[src/rtl/fma_pkg.sv]
// Package for the free-extent map allocator.
// Widths, command and status codes, register indexes, datapath command struct.
package fma_pkg;
  localparam int MAP_ENTRIES = 64;
  localparam int ADDR_BITS   = 16;
  localparam int IDX_BITS    = $clog2(MAP_ENTRIES);
  localparam int CNT_BITS    = $clog2(MAP_ENTRIES + 1);
  localparam int CFG_IDX_BITS = 2;
  localparam int CFG_DATA_BITS = 16;

  localparam logic CMD_ALLOC = 1'b0;
  localparam logic CMD_FREE  = 1'b1;

  localparam logic [1:0] ST_DONE  = 2'd0;
  localparam logic [1:0] ST_NOFIT = 2'd1;
  localparam logic [1:0] ST_FULL  = 2'd2;

  localparam logic [CFG_IDX_BITS-1:0] REG_FIT_MODE  = 2'd0;
  localparam logic [CFG_IDX_BITS-1:0] REG_POOL_BASE = 2'd1;
  localparam logic [CFG_IDX_BITS-1:0] REG_POOL_SIZE = 2'd2;

  typedef logic [ADDR_BITS-1:0] val_t;
  typedef logic [IDX_BITS-1:0]  idx_t;
  typedef logic [CNT_BITS-1:0]  cnt_t;

  // datapath operations
  localparam logic [2:0] OP_NONE  = 3'd0;
  localparam logic [2:0] OP_READ  = 3'd1; // read entry at idx
  localparam logic [2:0] OP_WRITE = 3'd2; // write addr/size at idx
  localparam logic [2:0] OP_MOVE  = 3'd3; // write held read data at idx

  typedef struct packed {
    logic [2:0] op;
    idx_t       idx;
    val_t       wa;
    val_t       ws;
  } mem_cmd_t;

  typedef struct packed {
    val_t ra;
    val_t rs;
  } mem_sts_t;
endpackage

[src/rtl/fma_if.sv]
// Valid/ready channel interfaces for the allocator.
// Depends on fma_pkg.
interface fma_in_if;
  import fma_pkg::*;
  logic valid;
  logic ready;
  logic cmd;
  val_t addr;
  val_t size;
  modport source (output valid, cmd, addr, size, input ready);
  modport sink (input valid, cmd, addr, size, output ready);
endinterface

interface fma_out_if;
  import fma_pkg::*;
  logic valid;
  logic ready;
  val_t alloc_addr;
  logic [1:0] status;
  logic [6:0] extent_count;
  modport source (output valid, alloc_addr, status, extent_count, input ready);
  modport sink (input valid, alloc_addr, status, extent_count, output ready);
endinterface

[src/rtl/fma_table.sv]
// Extent table datapath: address and size memories with registered read.
// Depends on fma_pkg.
module fma_table (
  input  logic              clk,
  input  fma_pkg::mem_cmd_t cmd,
  output fma_pkg::mem_sts_t sts
);
  import fma_pkg::*;
  val_t mem_a [MAP_ENTRIES];
  val_t mem_s [MAP_ENTRIES];

  always_ff @(posedge clk) begin
    case (cmd.op)
      OP_READ: begin
        sts.ra <= mem_a[cmd.idx];
        sts.rs <= mem_s[cmd.idx];
      end
      OP_WRITE: begin
        mem_a[cmd.idx] <= cmd.wa;
        mem_s[cmd.idx] <= cmd.ws;
      end
      OP_MOVE: begin
        mem_a[cmd.idx] <= sts.ra;
        mem_s[cmd.idx] <= sts.rs;
      end
      default: ;
    endcase
  end
endmodule

[src/rtl/fma_ctrl.sv]
// Allocator controller: scans the table, chooses a fit, shifts entries.
// Depends on fma_pkg; drives fma_table through mem_cmd_t.
module fma_ctrl (
  input  logic                            clk,
  input  logic                            rst,
  input  logic                            cfg_we,
  input  logic [fma_pkg::CFG_IDX_BITS-1:0] cfg_idx,
  input  logic [fma_pkg::CFG_DATA_BITS-1:0] cfg_data,
  fma_in_if.sink                          in_ch,
  fma_out_if.source                       out_ch,
  output fma_pkg::mem_cmd_t               mcmd,
  input  fma_pkg::mem_sts_t               msts
);
  import fma_pkg::*;

  localparam logic [3:0] S_LOAD  = 4'd0;
  localparam logic [3:0] S_IDLE  = 4'd1;
  localparam logic [3:0] S_SCAN  = 4'd2;
  localparam logic [3:0] S_CHK   = 4'd3;
  localparam logic [3:0] S_AUPD  = 4'd4;
  localparam logic [3:0] S_DEL   = 4'd5;
  localparam logic [3:0] S_DELW  = 4'd6;
  localparam logic [3:0] S_FSCAN = 4'd7;
  localparam logic [3:0] S_FCHK  = 4'd8;
  localparam logic [3:0] S_FNXT  = 4'd9;
  localparam logic [3:0] S_FDEC  = 4'd10;
  localparam logic [3:0] S_INS   = 4'd11;
  localparam logic [3:0] S_INSW  = 4'd12;
  localparam logic [3:0] S_OUT   = 4'd13;

  logic [3:0] state;
  logic       fit_mode;
  val_t       pool_base, pool_size;
  cnt_t       total;
  val_t       rq_addr, rq_size;
  cnt_t       i;
  logic       found;
  idx_t       pick;
  val_t       pick_a, pick_s;
  val_t       prev_a, prev_s;
  logic       has_prev;
  val_t       res_addr;
  logic [1:0] res_st;

  logic [ADDR_BITS:0] prev_end, free_end, sum1, sum2, sum3;
  val_t sat1, sat2, sat3;
  logic better;

  assign prev_end = {1'b0, prev_a} + {1'b0, prev_s};
  assign free_end = {1'b0, rq_addr} + {1'b0, rq_size};
  assign sum1 = {1'b0, prev_s} + {1'b0, rq_size};
  assign sat1 = sum1[ADDR_BITS] ? '1 : sum1[ADDR_BITS-1:0];
  assign sum2 = {1'b0, sat1} + {1'b0, msts.rs};
  assign sat2 = sum2[ADDR_BITS] ? '1 : sum2[ADDR_BITS-1:0];
  assign sum3 = {1'b0, msts.rs} + {1'b0, rq_size};
  assign sat3 = sum3[ADDR_BITS] ? '1 : sum3[ADDR_BITS-1:0];
  assign better = fit_mode ? (msts.rs > pick_s) : (msts.rs < pick_s);

  assign in_ch.ready = (state == S_IDLE);
  assign out_ch.valid = (state == S_OUT);
  assign out_ch.alloc_addr = res_addr;
  assign out_ch.status = res_st;
  assign out_ch.extent_count = 7'(total);

  always_comb begin
    mcmd = '{op: OP_NONE, idx: i[IDX_BITS-1:0], wa: rq_addr, ws: rq_size};
    case (state)
      S_LOAD: begin
        mcmd.op = OP_WRITE;
        mcmd.idx = '0;
        mcmd.wa = pool_base;
        mcmd.ws = pool_size;
      end
      S_SCAN, S_FSCAN: mcmd.op = OP_READ;
      S_AUPD: begin
        mcmd.op = OP_WRITE;
        mcmd.idx = pick;
        mcmd.wa = pick_a + rq_size;
        mcmd.ws = pick_s - rq_size;
      end
      S_DEL: begin
        mcmd.op = OP_READ;
        mcmd.idx = IDX_BITS'(i + cnt_t'(1));
      end
      S_DELW: mcmd.op = OP_MOVE;
      S_FNXT: begin
        mcmd.op = OP_WRITE;
        mcmd.idx = pick;
        mcmd.wa = pick_a;
        mcmd.ws = pick_s;
      end
      S_FDEC: begin
        if (i == '0) begin
          mcmd.op = OP_NONE;
        end else begin
          mcmd.op = OP_READ;
          mcmd.idx = IDX_BITS'(i - cnt_t'(1));
        end
      end
      S_INSW: mcmd.op = OP_MOVE;
      S_INS: mcmd.op = OP_WRITE;
      default: ;
    endcase
  end

  always_ff @(posedge clk) begin
    if (rst) begin
      state <= S_LOAD;
      fit_mode <= 1'b0;
      pool_base <= '0;
      pool_size <= val_t'(4096);
      total <= cnt_t'(1);
    end else begin
      if (cfg_we) begin
        case (cfg_idx)
          REG_FIT_MODE: fit_mode <= cfg_data[0];
          REG_POOL_BASE: begin
            pool_base <= cfg_data;
            total <= (pool_size != '0) ? cnt_t'(1) : '0;
            state <= S_LOAD;
          end
          REG_POOL_SIZE: begin
            pool_size <= cfg_data;
            total <= (cfg_data != '0) ? cnt_t'(1) : '0;
            state <= S_LOAD;
          end
          default: ;
        endcase
      end else begin
        case (state)
          S_LOAD: state <= S_IDLE;
          S_IDLE: if (in_ch.valid) begin
            rq_addr <= in_ch.addr;
            rq_size <= in_ch.size;
            i <= '0;
            found <= 1'b0;
            has_prev <= 1'b0;
            res_addr <= '0;
            res_st <= ST_DONE;
            if (in_ch.cmd == CMD_ALLOC) begin
              state <= (total == '0) ? S_CHK : S_SCAN;
            end else if (in_ch.size == '0) begin
              state <= S_OUT;
            end else begin
              state <= (total == '0) ? S_FCHK : S_FSCAN;
            end
          end
          S_SCAN: state <= S_CHK;
          S_CHK: begin
            if (i != total) begin
              if (msts.rs >= rq_size && (!found || better)) begin
                found <= 1'b1;
                pick <= i[IDX_BITS-1:0];
                pick_a <= msts.ra;
                pick_s <= msts.rs;
              end
              i <= i + cnt_t'(1);
              state <= (i + cnt_t'(1) == total) ? S_CHK : S_SCAN;
            end else if (!found) begin
              res_st <= ST_NOFIT;
              state <= S_OUT;
            end else begin
              res_addr <= pick_a;
              state <= S_AUPD;
            end
          end
          S_AUPD: begin
            if (pick_s == rq_size) begin
              i <= cnt_t'(pick);
              total <= total - cnt_t'(1);
              state <= S_DEL;
            end else begin
              state <= S_OUT;
            end
          end
          // total already decremented: shift while i < total
          S_DEL: state <= (i < total) ? S_DELW : S_OUT;
          S_DELW: begin
            i <= i + cnt_t'(1);
            state <= S_DEL;
          end
          S_FSCAN: state <= S_FCHK;
          S_FCHK: begin
            if (i != total && msts.ra < rq_addr) begin
              has_prev <= 1'b1;
              prev_a <= msts.ra;
              prev_s <= msts.rs;
              i <= i + cnt_t'(1);
              state <= (i + cnt_t'(1) == total) ? S_FCHK : S_FSCAN;
            end else begin
              // i is k; msts holds entry k when i < total
              if (has_prev && prev_end == {1'b0, rq_addr}) begin
                pick <= IDX_BITS'(i - cnt_t'(1));
                rq_addr <= prev_a;
                if (i != total && free_end == {1'b0, msts.ra}) begin
                  rq_size <= sat2;
                  // write merged at k-1 then remove k
                  pick_a <= prev_a;
                  pick_s <= sat2;
                end else begin
                  rq_size <= sat1;
                  pick_a <= prev_a;
                  pick_s <= sat1;
                end
                found <= (i != total && free_end == {1'b0, msts.ra});
                state <= S_FNXT;
              end else if (i != total && free_end == {1'b0, msts.ra}) begin
                pick <= i[IDX_BITS-1:0];
                found <= 1'b0;
                pick_a <= rq_addr;
                pick_s <= sat3;
                state <= S_FNXT;
              end else if (total >= cnt_t'(MAP_ENTRIES)) begin
                res_st <= ST_FULL;
                state <= S_OUT;
              end else begin
                pick <= i[IDX_BITS-1:0];
                i <= total;
                total <= total + cnt_t'(1);
                state <= S_FDEC;
              end
            end
          end
          // merge write through the datapath write, as in AUPD; on a two-sided merge, then remove entry k
          S_FNXT: begin
            state <= S_OUT;
            if (found) begin
              i <= cnt_t'(pick) + cnt_t'(1);
              total <= total - cnt_t'(1);
              state <= S_DEL;
            end
          end
          S_FDEC: begin
            if (i == cnt_t'(pick)) begin
              state <= S_INS;
            end else begin
              state <= S_INSW;
            end
          end
          S_INSW: begin
            i <= i - cnt_t'(1);
            state <= S_FDEC;
          end
          S_INS: state <= S_OUT;
          S_OUT: if (out_ch.ready) state <= S_IDLE;
          default: state <= S_IDLE;
        endcase
      end
    end
  end
endmodule

[src/rtl/free_map_allocator_best_worst_fit_top.sv]
// Free-extent map allocator top level: controller plus table datapath.
// The fit scan and the free search read the held extents in turn, and a delete
// or an insert shifts the table entries one by one.
// One item at a time; the table memory port sets the pace.
// Reset (synchronous): best fit, pool 0..4095 loaded as the only extent.
// Depends on fma_pkg, fma_if, fma_table, fma_ctrl.
module free_map_allocator_best_worst_fit_top (
  input  logic                              clk,
  input  logic                              rst,
  input  logic                              cfg_we,
  input  logic [fma_pkg::CFG_IDX_BITS-1:0]  cfg_idx,
  input  logic [fma_pkg::CFG_DATA_BITS-1:0] cfg_data,
  fma_in_if.sink                            in_ch,
  fma_out_if.source                         out_ch
);
  import fma_pkg::*;
  mem_cmd_t mcmd;
  mem_sts_t msts;

  fma_ctrl u_ctrl (
    .clk(clk), .rst(rst), .cfg_we(cfg_we), .cfg_idx(cfg_idx), .cfg_data(cfg_data),
    .in_ch(in_ch), .out_ch(out_ch), .mcmd(mcmd), .msts(msts)
  );

  fma_table u_table (.clk(clk), .cmd(mcmd), .sts(msts));
endmodule

[src/flat_wrapper.sv]
// flat-port wrapper written by rule: the top's interface ports become plain ports
module free_map_allocator_best_worst_fit_top_flat import fma_pkg::*;
  (clk, rst, cfg_we, cfg_idx, cfg_data, in_ch_valid, in_ch_cmd, in_ch_addr, in_ch_size, in_ch_ready, out_ch_valid, out_ch_alloc_addr, out_ch_status, out_ch_extent_count, out_ch_ready);
  fma_in_if in_ch_i ();
  fma_out_if out_ch_i ();
  input  logic clk;
  input  logic rst;
  input  logic cfg_we;
  input  logic [fma_pkg::CFG_IDX_BITS-1:0] cfg_idx;
  input  logic [fma_pkg::CFG_DATA_BITS-1:0] cfg_data;
  input wire logic [$bits(in_ch_i.valid)-1:0] in_ch_valid;
  input wire logic [$bits(in_ch_i.cmd)-1:0] in_ch_cmd;
  input wire logic [$bits(in_ch_i.addr)-1:0] in_ch_addr;
  input wire logic [$bits(in_ch_i.size)-1:0] in_ch_size;
  output wire logic [$bits(in_ch_i.ready)-1:0] in_ch_ready;
  output wire logic [$bits(out_ch_i.valid)-1:0] out_ch_valid;
  output wire logic [$bits(out_ch_i.alloc_addr)-1:0] out_ch_alloc_addr;
  output wire logic [$bits(out_ch_i.status)-1:0] out_ch_status;
  output wire logic [$bits(out_ch_i.extent_count)-1:0] out_ch_extent_count;
  input wire logic [$bits(out_ch_i.ready)-1:0] out_ch_ready;
  assign in_ch_i.valid = in_ch_valid;
  assign in_ch_i.cmd = in_ch_cmd;
  assign in_ch_i.addr = in_ch_addr;
  assign in_ch_i.size = in_ch_size;
  assign in_ch_ready = in_ch_i.ready;
  assign out_ch_valid = out_ch_i.valid;
  assign out_ch_alloc_addr = out_ch_i.alloc_addr;
  assign out_ch_status = out_ch_i.status;
  assign out_ch_extent_count = out_ch_i.extent_count;
  assign out_ch_i.ready = out_ch_ready;
  free_map_allocator_best_worst_fit_top u_core (.clk(clk), .rst(rst), .cfg_we(cfg_we), .cfg_idx(cfg_idx), .cfg_data(cfg_data), .in_ch(in_ch_i), .out_ch(out_ch_i));
endmodule
[config.mk]
export PLATFORM = sky130hd
export DESIGN_NAME = free_map_allocator_best_worst_fit_top_flat
export DESIGN_NICKNAME = d
export VERILOG_FILES = /design/src/rtl/fma_pkg.sv /design/src/rtl/fma_if.sv /design/src/rtl/fma_table.sv /design/src/rtl/fma_ctrl.sv /design/src/rtl/free_map_allocator_best_worst_fit_top.sv /design/src/flat_wrapper.sv
export SDC_FILE = /design/constraint.sdc
export NUM_CORES = 2
export LEC_CHECK = 0
export ABC_AREA = 1
export BUFFER_PORTS_ARGS = -buffer_cell sky130_fd_sc_hd__buf_2
export CORE_ASPECT_RATIO = 1.25
export CORE_MARGIN = 2
export CORE_UTILIZATION = 55
export DETAILED_ROUTE_END_ITERATION = 6
export PLACE_DENSITY_LB_ADDON = 0.2
export SYNTH_ARGS = -nofsm -noshare
export SYNTH_HDL_FRONTEND = slang
export SYNTH_SLANG_ARGS = --single-unit
[constraint.sdc]
create_clock -name clk -period 7.45 [get_ports clk]
set_input_delay 1.8625 -clock clk [delete_from_list [all_inputs] [get_ports clk]]
set_output_delay 1.8625 -clock clk [all_outputs]
set_load 0.02 [all_outputs]
## Word level (Yosys, flattened, before mapping)

Memories as Yosys holds them, arrays and structs flattened. A register that Yosys moved wholly into a read port is not among the register bits.
Index checks and enable logic that the tools add are counted.

- Register bits after elaboration: 173
- Latch bits: 0
- Bits in writable memories: 2048
- Bits in read-only memories: 0
- Input bits: 56
- Output and inout bits: 27
- Word-level logic and storage cells: 237
- Memories kept: 2

- Add/sub/neg operators: 12
- Multiply operators: 0
- Div/mod/pow operators: 0
- $lt $le $gt $ge: 6
- Equality and inequality tests: 53
- Shift operators: 0
- Mux-type cells: 105
- Bitwise operators: 4
- Reductions and logical operators: 38

Memories:

| memory | depth | bits a word | rd ports | clocked after Yosys merged registers in | wr ports | RTL line | text |
|---|---|---|---|---|---|---|---|
| u_core.u_table.mem_a | 64 | 16 | 1 | 1 | 1 | fma_table.sv:9 | `val_t mem_a [MAP_ENTRIES];` |
| u_core.u_table.mem_s | 64 | 16 | 1 | 1 | 1 | fma_table.sv:10 | `val_t mem_s [MAP_ENTRIES];` |

Operators with widths:

| cell | count |
|---|---|
| two-way mux 16 bit | 25 |
| one-hot mux 16 bit (2 select lines) | 5 |
| two-way mux 7 bit | 15 |
| one-hot mux 32 bit (3 select lines) | 1 |
| adder 16 x 16 -> 17 bit | 5 |
| two-way mux 4 bit | 14 |
| one-hot mux 4 bit (13 select lines) | 1 |
| one-hot mux 7 bit (7 select lines) | 1 |
| two-way mux 6 bit | 7 |
| == test 17 x 16 -> 1 bit | 2 |
| != test 3 bit, second input constant | 11 |
| less-than comparator 16 bit | 2 |
| nonzero test 16 bit | 2 |
| != test 2 bit, second input constant | 15 |
| == test 4 bit, second input constant | 6 |
| one-hot mux 6 bit (4 select lines) | 1 |
| one-hot mux 7 bit (3 select lines) | 1 |
| AND reduction 10 bit | 2 |
| two-way mux 1 bit | 17 |
| adder 16 bit | 1 |
| == test 16 bit | 1 |
| == test 4 x 3 -> 1 bit, second input constant | 4 |
| >= comparator 16 bit | 1 |
| greater-than comparator 16 bit | 1 |
| other kinds (49) | 77 |

## Longest topological paths before layout

- Depth in word-level cells: 8
- Depth in mapped cells: 24
- Mapped depth without buffers: 24

## Hierarchy

Synthesis repeated with hierarchy kept, for this count alone.

- Cell total of the unflattened synthesis: 10853
- Area, all modules: 104054.8 um^2

Modules (own cells, without submodules):

| module | times used | cells an instance | area an instance (um^2) | seq. area each (um^2) |
|---|---|---|---|---|
| fma_table | 1 | 8476 | 87192.4 | 62459.9 |
| fma_ctrl | 1 | 2377 | 16862.4 | 4754.6 |

## Worst setup path after synthesis

Ideal clock, no wire load.

- Kind: input-to-reg
- Start point: input port cfg_we
- End point: register u_core.u_ctrl.prev_a[0] (enable)
- Library setup time: 461 ps
- Arrival: 4477 ps
- Required time: 6989 ps
- Path slack: 2512 ps
- Stages on the path: 3
- Buffers on the path: 2
- Cell sequence: clkbuf_1 clkbuf_1 nor3_1

- Longest elaborated chain between the ends: 2

Ends and longest elaborated chain:

| element | RTL line | text |
|---|---|---|
| from (decl) | flat_wrapper.sv:8 | `input logic cfg_we;` |
| NOT 1 bit (no source line) | -- |  |
| AND reduction 4 bit (no source line) | -- |  |
| to (signal assigned) | fma_ctrl.sv:186 | `prev_a <= msts.ra;` |
| to (decl) | fma_ctrl.sv:40 | `val_t prev_a, prev_s;` |

Every way passes these cells.
A chain may end at the register's enable or synchronous reset.

## Worst setup path in the final report

- Start point: register u_core.u_ctrl.state[1]
- End point: register, netlist name u_core.u_table.sts[7]

- Longest elaborated chain between the ends: 4
- Elaborated cells between the ends (all ways): 17
- Those cells by class: eq/ne (10); mux (2); reduce/logical (5)

Ends and longest elaborated chain:

| element | RTL line | text |
|---|---|---|
| from (decl) | fma_ctrl.sv:31 | `logic [3:0] state;` |
| from (signal assigned) | fma_ctrl.sv:141 | `state <= (total == '0) ? S_CHK : S_SCAN;` |
| from (signal assigned) | fma_ctrl.sv:145 | `state <= (total == '0) ? S_FCHK : S_FSCAN;` |
| from (signal assigned) | fma_ctrl.sv:158 | `state <= (i + cnt_t'(1) == total) ? S_CHK : S_SCAN;` |
| == test 4 bit (tied with other cells) | fma_ctrl.sv:67 | `case (state)` |
| OR reduction 4 bit (no source line) (tied with other cells) | -- |  |
| one-hot mux 3 bit (4 select lines) | fma_ctrl.sv:67 |  |
| == test 3 x 1 -> 1 bit | fma_table.sv:13 | `case (cmd.op)` |

Several ways; a longest one is shown, not always the timed one.

==> impl_metrics.tcl <==
set metrics [dict create \
    drtIter0Drc 9067 \
    status "complete, but fails checks" \
    synth_area_leaders "edfxtp_1, nand2_1, ha_1" \
    worst_pin_slew_ns 1.45 \
    htree_num_levels 4 \
    cts_made_buffers 213 \
    rsz0062_at_grt "false" \
    yosys.area.top_type "edfxtp_1" \
    netlist-cell-type-count 57 \
    port_buffers 82 \
    path_delay_family "simple AND/OR/NAND/NOR gates" \
    yosys.area_share.simple_pct 25.0 \
    clockBufferDepth 3 \
    synth_nets 10900 \
    dieArea_sq_um 191000 \
    first_pass_iters 7 \
    ir_worst_vdd_v 0.000274 \
    path_cells "nor2_2 > nand2_2 > buf_4 > nand2_2 > nor2_4 > nand3_4 > o21ai_2 > nand2_1 > nand2_4 > inv_8 > buf_4 > nand2_1 > nand2_1 > nand2_1 > nand2_1 > nand2_1 > nand2_1 > nand2_1 > nand2_1 > nor3_1 > nand2_1" \
    netlist.area_leader.share_pct 64.3 \
    power.density_nw_per_um2 244 \
    start_util_pct 55.4 \
    routedWlPerCell_um 25.1 \
    ctsHoldBuffers 0 \
    grt.total_usage_pct 35.2 \
    core_sq_um 186000 \
    die_w_um 391 \
    max_slew_margin_pct 2.26 \
    cp_num_buf_inv 3 \
    nNetsFinal 11000 \
    antenna_found_initial 16 \
    synth_edf_count 2209 \
    synthToLayoutAreaGrowth_pct 10.9 \
    ys_seq_area_share_pct 65.2 \
    cts_setup_buffers 0 \
    post-route-min-period_ns 5.84 \
    criticalPathCategory "register to register" \
    syn-cell-area_sq_um 103000 \
    grt_pass1_vias 72600 \
    cts_resized 0 \
    via_per_inst 5.73 \
    startpoint_type "register" \
    synth_fa_ha_area_share_pct 2.32 \
    ys_ff_latch 2253 \
    dpl.hpwl_um 211000 \
    boundaryPins 83 \
    synth_ff_type "edfxtp_1" \
    syn_inst 10700 \
    drc 1 \
    dp_cells 13000 \
    slowest_stage "nor3_1" \
    worstPathMaxFanout 102 \
    synth_compound_area_share_pct 3.59 \
    fin_setup_tns_ns 0 \
    overflow 0 \
    clock_latency_ns 0.90 \
    num_vias 76900 \
    row_count 177 \
    hold_viol_final 0 \
    drive_gt1_share_pct 7.23 \
    path_clk_slew_ns 0.06 \
    cp.required_ns 8.02 \
    synth_xor_area_share_pct 0.578 \
    fin_crit_sh_pct 78.4 \
    slowest_delay_ns 0.99 \
    p_leak_nw 47.9 \
    grt_pass1_wl_um 486000 \
    clock-sinks 2253 \
    endpoint_kind "register" \
    synthArstFlopShare_pct 0 \
    cts_tree "done" \
    hp-class "register to register" \
    drv_cap 0 \
    gp_congestion 1.00 \
    ant_nets 0 \
    fmax_ghz 0.171 \
    routed_wl_um 338000 \
    synth_top_family_by_area "simple AND/OR/NAND/NOR gates" \
    clock_skew_ns 0.0251 \
    fp.dieH_um 488 \
    muxShareOfSynthArea_pct 0.0194 \
    slew_violations 0 \
    cts-root-buf "clkbuf_16" \
    yosys_warnings 0 \
    arrival_ns 6.41 \
    syn_avg_cell_area_sq_um 9.65 \
    setup_viol 0 \
    violations "DRC" \
    critPathMostFrequentCell "nand2_1" \
    grt_max_degree 168 \
    final_cells 13400 \
]
[cell usage in the layout, fill, tap and decap left out, types with 44 or more instances in the layout]
cell / n
xor2_1: 47
edfxtp_1: 2209
ha_1: 178
buf_4: 224
clkinv_1: 71
a21oi_1: 310
o21ai_0: 154
nor2_4: 68
nor3_1: 82
buf_2: 83
nand3_1: 132
clkbuf_16: 213
dfxtp_1: 44
nand2_1: 6078
inv_1: 308
nor2_1: 239
[cells by family after synthesis]
family,after synthesis
flops,2253
compound gates,642
xor+xnor,68
buf+inv,824
simple gates,6705
mux,2
fa+ha+maj,186
[worst min-delay path, stage by stage, from the launching register on]
cell and delay (ns):
dfxtp_1 0.32, inv_1 0.07, a21oi_1 0.05
[cells in the mapped netlist, drive strengths merged (12+ instances only)]
cell and count:
nand4 35, a21oi 310, inv 328, xor2 47
o21ai 176, nand3 133, o221ai 30, nor3 92
nand2 6090, xnor2 21, nor2 313, edfxtp 2209
buf 323, ha 178, nor4 19, dfxtp 44
a31oi 15, or2 12, o211ai 26, clkbuf 165
a221oi 14
[area by class of cell]
type,instances,area (sq um)
fill,15200,71900
sequential,2253,67200
multi-input combinational,7603,33300
clock buffer,255,5510
tap,2506,3140
timing repair buffer,333,2620
inverter,336,1280
clock inverter,141,1260
antenna,7,17.5
[metrics by stage]
step | hold slack, ns | power (W) | utilization, % | cell area [sq um] | setup WS, ns
final | 0.490 | 0.0279 | 61.4 | 114000 | 1.61
after global routing | 0.511 | 0.0286 | 61.4 | 114000 | 1.51
after CTS | 0.483 | 0.0279 | 61.4 | 114000 | 1.85
after detailed placement | 0.469 | 0.0174 | 57.7 | 108000 | 1.90
after global placement | 0.470 | 0.0173 | 57.7 | 108000 | 1.88
after floorplan | 0.444 | 0.0162 | - | 103000 | 2.51
[registers in the layout, indices dropped and copies added, names as in the netlist]
signal,cells
u_core.u_ctrl.out_ch.extent_count,7
u_core.u_ctrl.fit_mode,1
u_core.u_ctrl.pick_s,16
u_core.u_ctrl.found,1
u_core.u_ctrl.out_ch.alloc_addr,16
u_core.u_table.mem_a,1024
u_core.u_ctrl.state,4
u_core.u_ctrl.pool_size,16
u_core.u_ctrl.rq_size,16
u_core.u_ctrl.rq_addr,16
u_core.u_table.sts,32
u_core.u_ctrl.prev_s,16
u_core.u_ctrl.pool_base,16
u_core.u_ctrl.i,7
u_core.u_ctrl.out_ch.status,2
u_core.u_ctrl.has_prev,1
u_core.u_ctrl.prev_a,16
u_core.u_table.mem_s,1024
u_core.u_ctrl.pick_a,16
u_core.u_ctrl.pick,6
[report_power, final]
part | switching, W | internal [W] | total (W)
logic | 0.00220 | 0.000624 | 0.00282
clock network | 0.00486 | 0.00582 | 0.0107
registers | 0.0000575 | 0.0143 | 0.0144
total | 0.00712 | 0.0207 | 0.0279
[layer usage]
layer	track usage, %	vias to the layer above	wire length (um)
met5	0	-	46
met4	24.4	8	26900
met3	6.32	952	31300
met2	55.5	4106	156000
met1	44.4	36600	123000
li1	-	35300	-
[worst paths after layout]
path | from | end | slack, ns | depth (start not counted)
worst max-delay path | u_core.u_ctrl.state[1] | u_core.u_table.sts[7] | 1.61 | 21
worst min-delay path | u_core.u_ctrl.pool_size[14] | u_core.u_ctrl.pool_size[14] | 0.49 | 2
worst max register to register | u_core.u_ctrl.state[1] | u_core.u_table.sts[7] | 1.61 | 21
worst min register to register | u_core.u_ctrl.pool_size[14] | u_core.u_ctrl.pool_size[14] | 0.49 | 2
Power figures use the tool's default switching activity.
